`src/mfde_pkg.sv`:
```
// Shared types and constants of the frame store drawing engine.
// No dependencies.
`timescale 1ns / 1ps
package mfde_pkg;
  localparam int unsigned ScreenColumns = 128;
  localparam int unsigned ScreenPages = 8;
  localparam int unsigned ColW = $clog2(ScreenColumns);
  localparam int unsigned PageW = (ScreenPages > 1) ? $clog2(ScreenPages) : 1;
  localparam int unsigned StoreBytes = ScreenColumns * ScreenPages;
  localparam int unsigned AddrW = $clog2(StoreBytes);
  localparam int unsigned ScreenRows = ScreenPages * 8;
  localparam int unsigned CoordW = 10;

  localparam logic [2:0] ModeSet = 3'd0;
  localparam logic [2:0] ModeGet = 3'd1;
  localparam logic [2:0] ModeLine = 3'd2;
  localparam logic [2:0] ModeRect = 3'd3;
  localparam logic [2:0] ModeCircle = 3'd4;
  localparam logic [2:0] ModeFill = 3'd5;

  typedef logic signed [CoordW-1:0] coord_t;

  typedef struct packed {
    logic [2:0] mode;
    logic [6:0] x_start;
    logic [5:0] y_start;
    logic [6:0] x_end;
    logic [5:0] y_end;
    logic [6:0] radius;
    logic [7:0] rect_width;
    logic [6:0] rect_height;
    logic color;
    logic [7:0] fill_byte;
  } cmd_t;
endpackage

```
`src/mfde_front.sv`:
```
// Command front end: registers accepted words into a two-entry queue.
// Depends on mfde_pkg.
`timescale 1ns / 1ps
module mfde_front (
  input  logic             clk_i,
  input  logic             rst_ni,
  input  logic             valid_i,
  output logic             stall_o,
  input  mfde_pkg::cmd_t   cmd_i,
  output logic             cmd_valid_o,
  input  logic             cmd_pop_i,
  output mfde_pkg::cmd_t   cmd_o
);
  import mfde_pkg::*;

  cmd_t       slot_q [2];
  logic       wr_q, rd_q;
  logic [1:0] cnt_q;
  logic       push;

  assign stall_o = (cnt_q == 2'd2);
  assign push = valid_i && !stall_o;
  assign cmd_valid_o = (cnt_q != 2'd0);
  assign cmd_o = slot_q[rd_q];

  always_ff @(posedge clk_i) begin
    if (push) begin
      slot_q[wr_q] <= cmd_i;
    end
  end

  always_ff @(posedge clk_i or negedge rst_ni) begin
    if (!rst_ni) begin
      wr_q <= 1'b0;
      rd_q <= 1'b0;
      cnt_q <= 2'd0;
    end else begin
      if (push) wr_q <= ~wr_q;
      if (cmd_pop_i) rd_q <= ~rd_q;
      cnt_q <= cnt_q + {1'b0, push} - {1'b0, cmd_pop_i};
    end
  end
endmodule

```
`config.mk`:
```
export PLATFORM = sky130hd
export DESIGN_NAME = mfde_front
export DESIGN_NICKNAME = d
export VERILOG_FILES = /design/src/mfde_pkg.sv /design/src/mfde_front.sv
export SDC_FILE = /design/constraint.sdc
export NUM_CORES = 1
export LEC_CHECK = 0
export BUFFER_PORTS_ARGS = -buffer_cell sky130_fd_sc_hd__buf_2
export CORE_UTILIZATION = 56
export CTS_CLUSTER_SIZE = 40
export DETAILED_ROUTE_END_ITERATION = 6
export HOLD_SLACK_MARGIN = 0.15
export PLACE_DENSITY = 0.87
export SLEW_MARGIN = 5
export SYNTH_ARGS = -nofsm -noshare
export SYNTH_HDL_FRONTEND = slang
export SYNTH_SLANG_ARGS = --single-unit
```
`constraint.sdc`:
```
create_clock -name clk_i -period 9.8 [get_ports clk_i]
set_clock_uncertainty 0.05 [all_clocks]
set_input_delay 0.49 -clock clk_i [delete_from_list [all_inputs] [get_ports clk_i]]
set_output_delay 0.49 -clock clk_i [all_outputs]
set_load 0.05 [all_outputs]
```
==> summary.md, run 1 <==
| Metric | Value |
|---|---|
| Mapped Area | 4830 um^2 |
| TritonCTS Buffers | 17 |
| FF+latch count, synth | 124 |
| R2R depth | 4 |
| Synth area leaders | edfxtp_1 (75%), mux2_4 (18%), buf_12 (2.5%) |
| Total track usage | 0.208 |
| Core region area | 8260 um^2 |
| VDD IR max | 0.293 mV |
| Setup-failing EPs final | 0 |
| Worst hold start | cmd_pop_i |
| Starting Density | 0.584 |
| Crit-path cells | mux2_2 > buf_2 |
| TNS Setup | 0 ns |
| Critical path fanouts, max | 61 |
| Final min period | 2.90 ns |
| Initial antenna violation count | 0 |
| Slew headroom | 0.242 |
| CP bufs+invs | 1 |
| Hold worst-path end | rd_q |
| PortBufs | 125 |
| Nets@finish | 470 |
| Setup repair bufs after CTS | 0 |
| Commonest non-fill, non-tap cell in the layout | buf_2 |
| Max_cap viols | 0 |
| Reg2reg setup slack | 7.57 ns |
| Share of cells above drive strength 1 | 0.532 |
| Min-delay worst type | in2reg |
| Synth cell types | 15 |
| Cell family with the largest share of critical-path delay | flip-flops |
| Clk Latency, worst-skew pair | 0.49 ns |
| Total gr overflow | 0 |
| Slowest cell on the critical path | dfrtp_4 |
| RR Endpoint | slot_q[0][32] |
| Post-Layout Inst Area | 6720 um^2 |
| Worst-Margin Slew | 1.14 ns |
| Leakage Power | 2.76 nW |
| Post-CTS Resized | 0 |
| Die Wd | 94.8 um |
| Largest net degree at the start of global routing | 62 |
| Syn Inst Count | 204 |
| Via count | 2,602 |
| Antenna-violating nets left | 0 |
| Vias in the first global route | 2,723 |
| Most frequent cells in the layout | buf_2 (125), edfxtp_1 (120), dlygate4sd3_1 (61), mux2_4 (59), clkbuf_16 (16) |
| DRT Pass-1 Iters | 4 |
| Final WL | 9100 um |
| Hold depth | 2 |
| RR Startpoint | cnt_q[1] |
| PwrDens | 353 nW/um^2 |
| Area of the die | 8990 um^2 |
| Fmax | 345 MHz |
| Type of the worst setup path | reg2out |
| FP Rows | 33 |
| Vias per cell | 4.98 |
| Clock slew seen by the registers of the worst setup and hold paths | 0.05 ns |
| CP Data Required Time | 9.26 ns |
| # IOs | 126 |
| Drt wl/cell | 17.4 um |
| HPWL after DPL | 4820 um |
| Final period util | 0.295 |
| Sequential-to-total area share from yosys stat | 0.767 |
| Outcome | complete, no violations |
| Sink Count | 124 |
| CP Launch Type | register |
| GPL Wtd Cong | 0.704 |
| CP endpoint kind | output port |
| Largest area contributor in the netlist | edfxtp_1 |
| CTS tree | built |
| RSZ-0062 raised after global routing | false |
| Cell Area, Placed | 5480 um^2 |
| Max incr delay on CP | 1.13 ns |
| Pre-CTS WS | 7.46 ns |
| CTS Buffer Depth | 2 |
| Yosys warns | 0 |
| CTS Root Cell | clkbuf_8 |
| Max-slew violations | 0 |
| Die Ht | 94.8 um |
| First-pass GRT wire length | 13,000 um |
| Diodes inserted | 0 |
| Htree depth | 4 |
| Syn-to-layout area delta | 39.3% |
| Initial DRC count | 84 |
| Yosys top cell area share | 0.747 |
| Mean Syn Cell Area | 23.7 um^2 |
| DR DRC count | 0 |
| Number of fill cells | 436 |
| Final setup margin | 6.90 ns |
| Fin. Hold Viols | 0 |
| Worst EP arrival | 2.36 ns |
| Mapped Nets | 270 |
==> per-layer routing <==
metal / GRT usage / part of all wire
met4: 0.101 / 0.018
met1: 0.217 / 0.38
met5: 0 / 0
met3: 0.0564 / 0.051
met2: 0.384 / 0.55
==> registers in the layout, indices dropped and copies added, names as in the netlist <==
name    count
slot_q    120
cnt_q       2
rd_q        1
wr_q        1
==> cell usage after synthesis, drive strengths merged <==
| cell | count |
|---|---|
| buf | 7 |
| mux2 | 60 |
| nand2b | 1 |
| inv | 2 |
| nand2 | 1 |
| or2 | 1 |
| xnor2 | 3 |
| ha | 2 |
| edfxtp | 120 |
| nor2 | 1 |
| xor2 | 1 |
| and3 | 1 |
| dfrtp | 4 |
==> where the power goes <==
group	switching (W)	internal [W]
Combinational	0.000573	0.000312
Clock	0.000222	0.000439
Sequential	0.000103	0.000727
==> repair_timing <==
item | in CTS | in global routing
hold endpoints to repair | 124 | 0
endpoints found under the setup margin | 0 | 0
hold buffers | 61 | 0
==> area by class of cell <==
cell class | instances | area, um^2 | share of cell area
clock inverter | 15 | 220 | 0.0328
multi-input combinational | 71 | 992 | 0.148
timing repair buffer | 188 | 1250 | 0.186
tap | 105 | 131 | 0.0195
sequential | 124 | 3710 | 0.551
inverter | 2 | 7.51 | 0.00112
clock buffer | 17 | 414 | 0.0616
==> how the worst max path moves through the flow <==
stage | cells after the start | slack [ns] | end | from
after detailed placement | 2 | 7.46 | cmd_o[59] | rd_q
after floorplan | 3 | 6.17 | slot_q[0][0] | cnt_q[1]
after global routing | 2 | 6.86 | cmd_o[59] | rd_q
after global placement | 2 | 7.47 | cmd_o[59] | rd_q
after CTS | 2 | 6.92 | cmd_o[59] | rd_q
final | 2 | 6.90 | cmd_o[59] | rd_q
==> per-stage QoR <==
step | power [W] | utilization | hold slack (ns) | cells
after floorplan | 0.00159 | - | 0.144 | 204
after global placement | 0.00168 | 0.663 | 0.248 | 429
after detailed placement | 0.00170 | 0.663 | 0.251 | 429
after CTS | 0.00238 | 0.814 | 0.161 | 522
after global routing | 0.00245 | 0.814 | 0.173 | 522
final | 0.00238 | 0.814 | 0.182 | 522
==> cells by family after synthesis <==
logic type | Yosys count | synth area share
xor+xnor | 4 | 0.00726
fa+ha+maj | 2 | 0.00518
buf+inv | 9 | 0.0288
flops | 124 | 0.767
mux | 60 | 0.186
simple gates | 5 | 0.00545
No activity file was read; power rests on OpenSTA's default activity.
==> run 2: changes to the inputs <==
Settings changed: ABC_AREA set to 1, CORE_UTILIZATION 56 to 52, PLACE_DENSITY 0.87 to 0.82.
Clock period 9.8 ns to 3 ns, I/O delays scaled along.
==> run 2 against run 1 <==
Register-to-register slack worse by 6.4 ns. Cell count is 26% higher. Core utilization is 4.8 points lower. Count of clock-buffer cells in the layout stayed put. Sequential share of layout area is 0.61 points higher. Wire length is 2.1% higher. Synthesized cell count is 67% higher. Global-route usage is 0.50 points lower. Hold slack better by 0.14 ns. Cell area is 1.1% lower. Via count is 21% higher. Setup slack worse by 6.3 ns. Critical path type unchanged. Highest routed layer unchanged.
==> summary.md, run 2 <==
| Metric | Value |
|---|---|
| Yosys top cell area share | 0.775 (was 0.747) |
| Largest area contributor in the netlist | edfxtp_1 (unchanged) |
| Die Wd | 96.6 um (was 94.8 um) |
| Most common cell in the netlist | edfxtp_1 (unchanged) |
| RR Startpoint | wr_q (was cnt_q[1]) |
| Commonest non-fill, non-tap cell in the layout | buf_2 (unchanged) |
| HPWL after DPL | 5360 um (was 4820 um) |
| # IOs | 126 (unchanged) |
| Die Ht | 96.6 um (was 94.8 um) |
| Post-synth top cells | edfxtp_1 (120), nand2_1 (70), inv_1 (68) (was edfxtp_1 (120), mux2_4 (59), buf_12 (6)) |
| FP Rows | 34 (was 33) |
| Pwr Total | 0.00765 W (was 0.00238 W) |
| Most frequent cells in the layout | buf_2 (125), edfxtp_1 (120), nand2_1 (70), inv_1 (67), dlygate4sd3_1 (64) (was buf_2 (125), edfxtp_1 (120), dlygate4sd3_1 (61), mux2_4 (59), clkbuf_16 (16)) |
| Clock slew seen by the registers of the worst setup and hold paths | 0.06 ns (was 0.05 ns) |
| CP Launch Type | register (unchanged) |
| Nets@finish | 605 (was 470) |
| Clk Latency, worst-skew pair | 0.50 ns (was 0.49 ns) |
| CTS Root Cell | clkbuf_8 (unchanged) |
| Pre-CTS WS | 1.11 ns (was 7.46 ns) |
| Post-CTS Resized | 0 (unchanged) |
| Final min period | 2.41 ns |
| Final period util | 0.804 |
| CP Data Required Time | 2.80 ns (was 9.26 ns) |
| Critical Path Start | rd_q (unchanged) |
| Largest net degree at the start of global routing | 122 (was 62) |
| Mux contribution to synthesized area | 0 (was 0.186) |
| VDD IR max | 0.838 mV (was 0.293 mV) |
| Min-delay worst type | in2reg (unchanged) |
| Cell family with the largest share of critical-path delay | flip-flops (unchanged) |
| FF+latch count, synth | 124 (unchanged) |
| RSZ-0062 raised after global routing | false (unchanged) |
| Compound-Gate Fraction of Synth Area | 0.0646 (was 0) |
| Slowest cell on the critical path | dfrtp_4 (unchanged) |
| Type of the worst setup path | reg2out (unchanged) |
| Hold worst-path end | slot_q[0][9] (was rd_q) |
| Main combinational cell family by area after synthesis | buffers and inverters (was multiplexers) |
| Mapped Area | 4650 um^2 (was 4830 um^2) |
| Leakage Power | 2.88 nW (was 2.76 nW) |
| Fin. Hold Viols | 0 (unchanged) |
| Largest regs | slot_q: 120 flops, cnt_q: 2 flops (unchanged) |
| Fmax | 415 MHz |
| Worst EP arrival | 2.21 ns (was 2.36 ns) |
| CP endpoint kind | output port (unchanged) |
| Final WL | 9290 um (was 9100 um) |
| Adder-Cell Fraction of Synth Area | 0.00538 (was 0.00519) |
| Reg2reg setup slack | 1.22 ns (was 7.57 ns) |
| WP depth | 2 (unchanged) |
| Initial antenna violation count | 0 (unchanged) |
| Antenna-violating nets left | 0 (unchanged) |
| Synth Area in XOR/XNOR | 0.00188 (was 0.00726) |
| Yosys warns | 0 (unchanged) |
| GPL Wtd Cong | 0.709 (was 0.704) |
| Synth cell types | 13 (was 15) |
| Final setup margin | 0.588 ns (was 6.90 ns) |
| Sequential-to-total area share from yosys stat | 0.796 (was 0.767) |
| First-pass GRT wire length | 13,300 um (was 13,000 um) |
| Critical path fanouts, max | 121 (was 61) |
| Outcome | complete, no violations (unchanged) |
| DR DRC count | 0 (unchanged) |
| Area of the die | 9330 um^2 (was 8990 um^2) |
| Via count | 3,155 (was 2,602) |
| Dpl cells | 564 (was 429) |
| Sink Count | 124 (unchanged) |
| Final Util | 0.766 (was 0.814) |
| Max FFs per register | 120 (unchanged) |
| CTS Buffer Depth | 2 (unchanged) |
| Max-slew violations | 0 (unchanged) |
| PortBufs | 125 (unchanged) |
| Worst hold start | cmd_i[9] (was cmd_pop_i) |
| Starting Density | 0.536 (was 0.584) |
| TritonCTS Buffers | 17 (unchanged) |
| Number of flops mapped to enable cells by yosys | 120 (unchanged) |
| RR Endpoint | slot_q[0][4] (was slot_q[0][32]) |
| Slew headroom | 0.327 (was 0.242) |
| Share of cells above drive strength 1 | 0.292 (was 0.532) |
| Total gr overflow | 0 (unchanged) |
| Core region area | 8680 um^2 (was 8260 um^2) |
| Final Instance Count excl. Fillers | 660 (was 522) |
| Crit-path cells | o21ai_0 > buf_2 (was mux2_2 > buf_2) |
| Htree depth | 4 (unchanged) |
| Max incr delay on CP | 1.10 ns (was 1.13 ns) |
| Mean Syn Cell Area | 13.6 um^2 (was 23.7 um^2) |
| Prevailing post-synth register cell | edfxtp_1 (unchanged) |
| Initial DRC count | 133 (was 84) |
| Post-synthesis simple-gate area fraction | 0.0594 (was 0.00544) |
| Max_cap viols | 0 (unchanged) |
| DRT Pass-1 Iters | 4 (unchanged) |
| Syn-to-layout area delta | 43.0% (was 39.3%) |
| Fraction of registers with async set/reset | 0.0323 (unchanged) |
| Hold depth | 2 (unchanged) |
| Worst-Margin Slew | 1.01 ns (was 1.14 ns) |
| TNS Setup | 0 ns (unchanged) |
| R2R depth | 4 (unchanged) |
| CTS tree | built (unchanged) |
| Drt wl/cell | 14.1 um (was 17.4 um) |
| Biggest register | slot_q (unchanged) |
| PwrDens | 1150 nW/um^2 (was 353 nW/um^2) |
| Setup-failing EPs final | 0 (unchanged) |
| Mapped Nets | 407 (was 270) |
| Synth area leaders | edfxtp_1 (77%), o21ai_0 (6.5%), nand2_1 (5.6%) (was edfxtp_1 (75%), mux2_4 (18%), buf_12 (2.5%)) |
| CP bufs+invs | 1 (unchanged) |
| Syn Inst Count | 341 (was 204) |
| Vias per cell | 4.78 (was 4.98) |
| Diodes inserted | 0 (unchanged) |
| Vias in the first global route | 2,978 (was 2,723) |
| Total track usage | 0.203 (was 0.208) |
-- run 2: layout make-up --
type	instances	area, um^2
well taps	108	135
multi-input cells	136	618
fillers	559	2030
flip-flops and latches	124	3710
inverters	68	255
clock buffers	17	414
repair buffers	192	1300
clock inverters	15	219
-- run 2: power breakdown --
group          total, W  internal (W)  switching, W
clock           0.00214       0.00143      0.000712
combinational   0.00285      0.000599       0.00225
sequential      0.00266       0.00237      0.000299
-- run 2: worst max-delay path by stage --
stage,slack (ns),endpoint
after floorplan,0.41,slot_q[1][0]
after global placement,1.16,cmd_o[54]
after detailed placement,1.11,cmd_o[54]
after CTS,0.54,cmd_o[17]
after global routing,0.40,cmd_o[10]
final,0.59,cmd_o[54]
-- run 2: routing by layer --
metal / up-vias / global-route usage / share of wire
li1: 1544 / - / -
met1: 1499 / 0.219 / 0.40
met3: 17 / 0.0556 / 0.041
met2: 95 / 0.361 / 0.53
met4: 0 / 0.112 / 0.025
met5: - / 0 / 0
-- run 2: through the flow --
stage	hold WS [ns]	area, um^2
3_3_place_gp	-0.0880	5380
3_5_place_dp	-0.0845	5380
5_1_grt	0.305	6650
2_1_floorplan	-0.196	4650
6_report	0.320	6650
4_1_cts	0.297	6650
-- run 2: cells by family (layout without fill, tap and decap cells) --
family,Yosys count,in the layout
flops,124,124
buf+inv,81,292
simple gates,73,73
compound gates,60,60
fa+ha+maj,2,2
xor+xnor,1,1
-- run 2: worst reg2reg max path: stages (launching register included) --
cell,delay [ns]
dfrtp_1,0.39
inv_1,0.12
nand3_1,0.12
inv_2,0.47
buf_12,0.31
-- run 2: timing repair --
item	4_1_cts	5_1_grt
buffers inserted	0	0
hold endpoints to repair	128	0
hold buffers	64	0
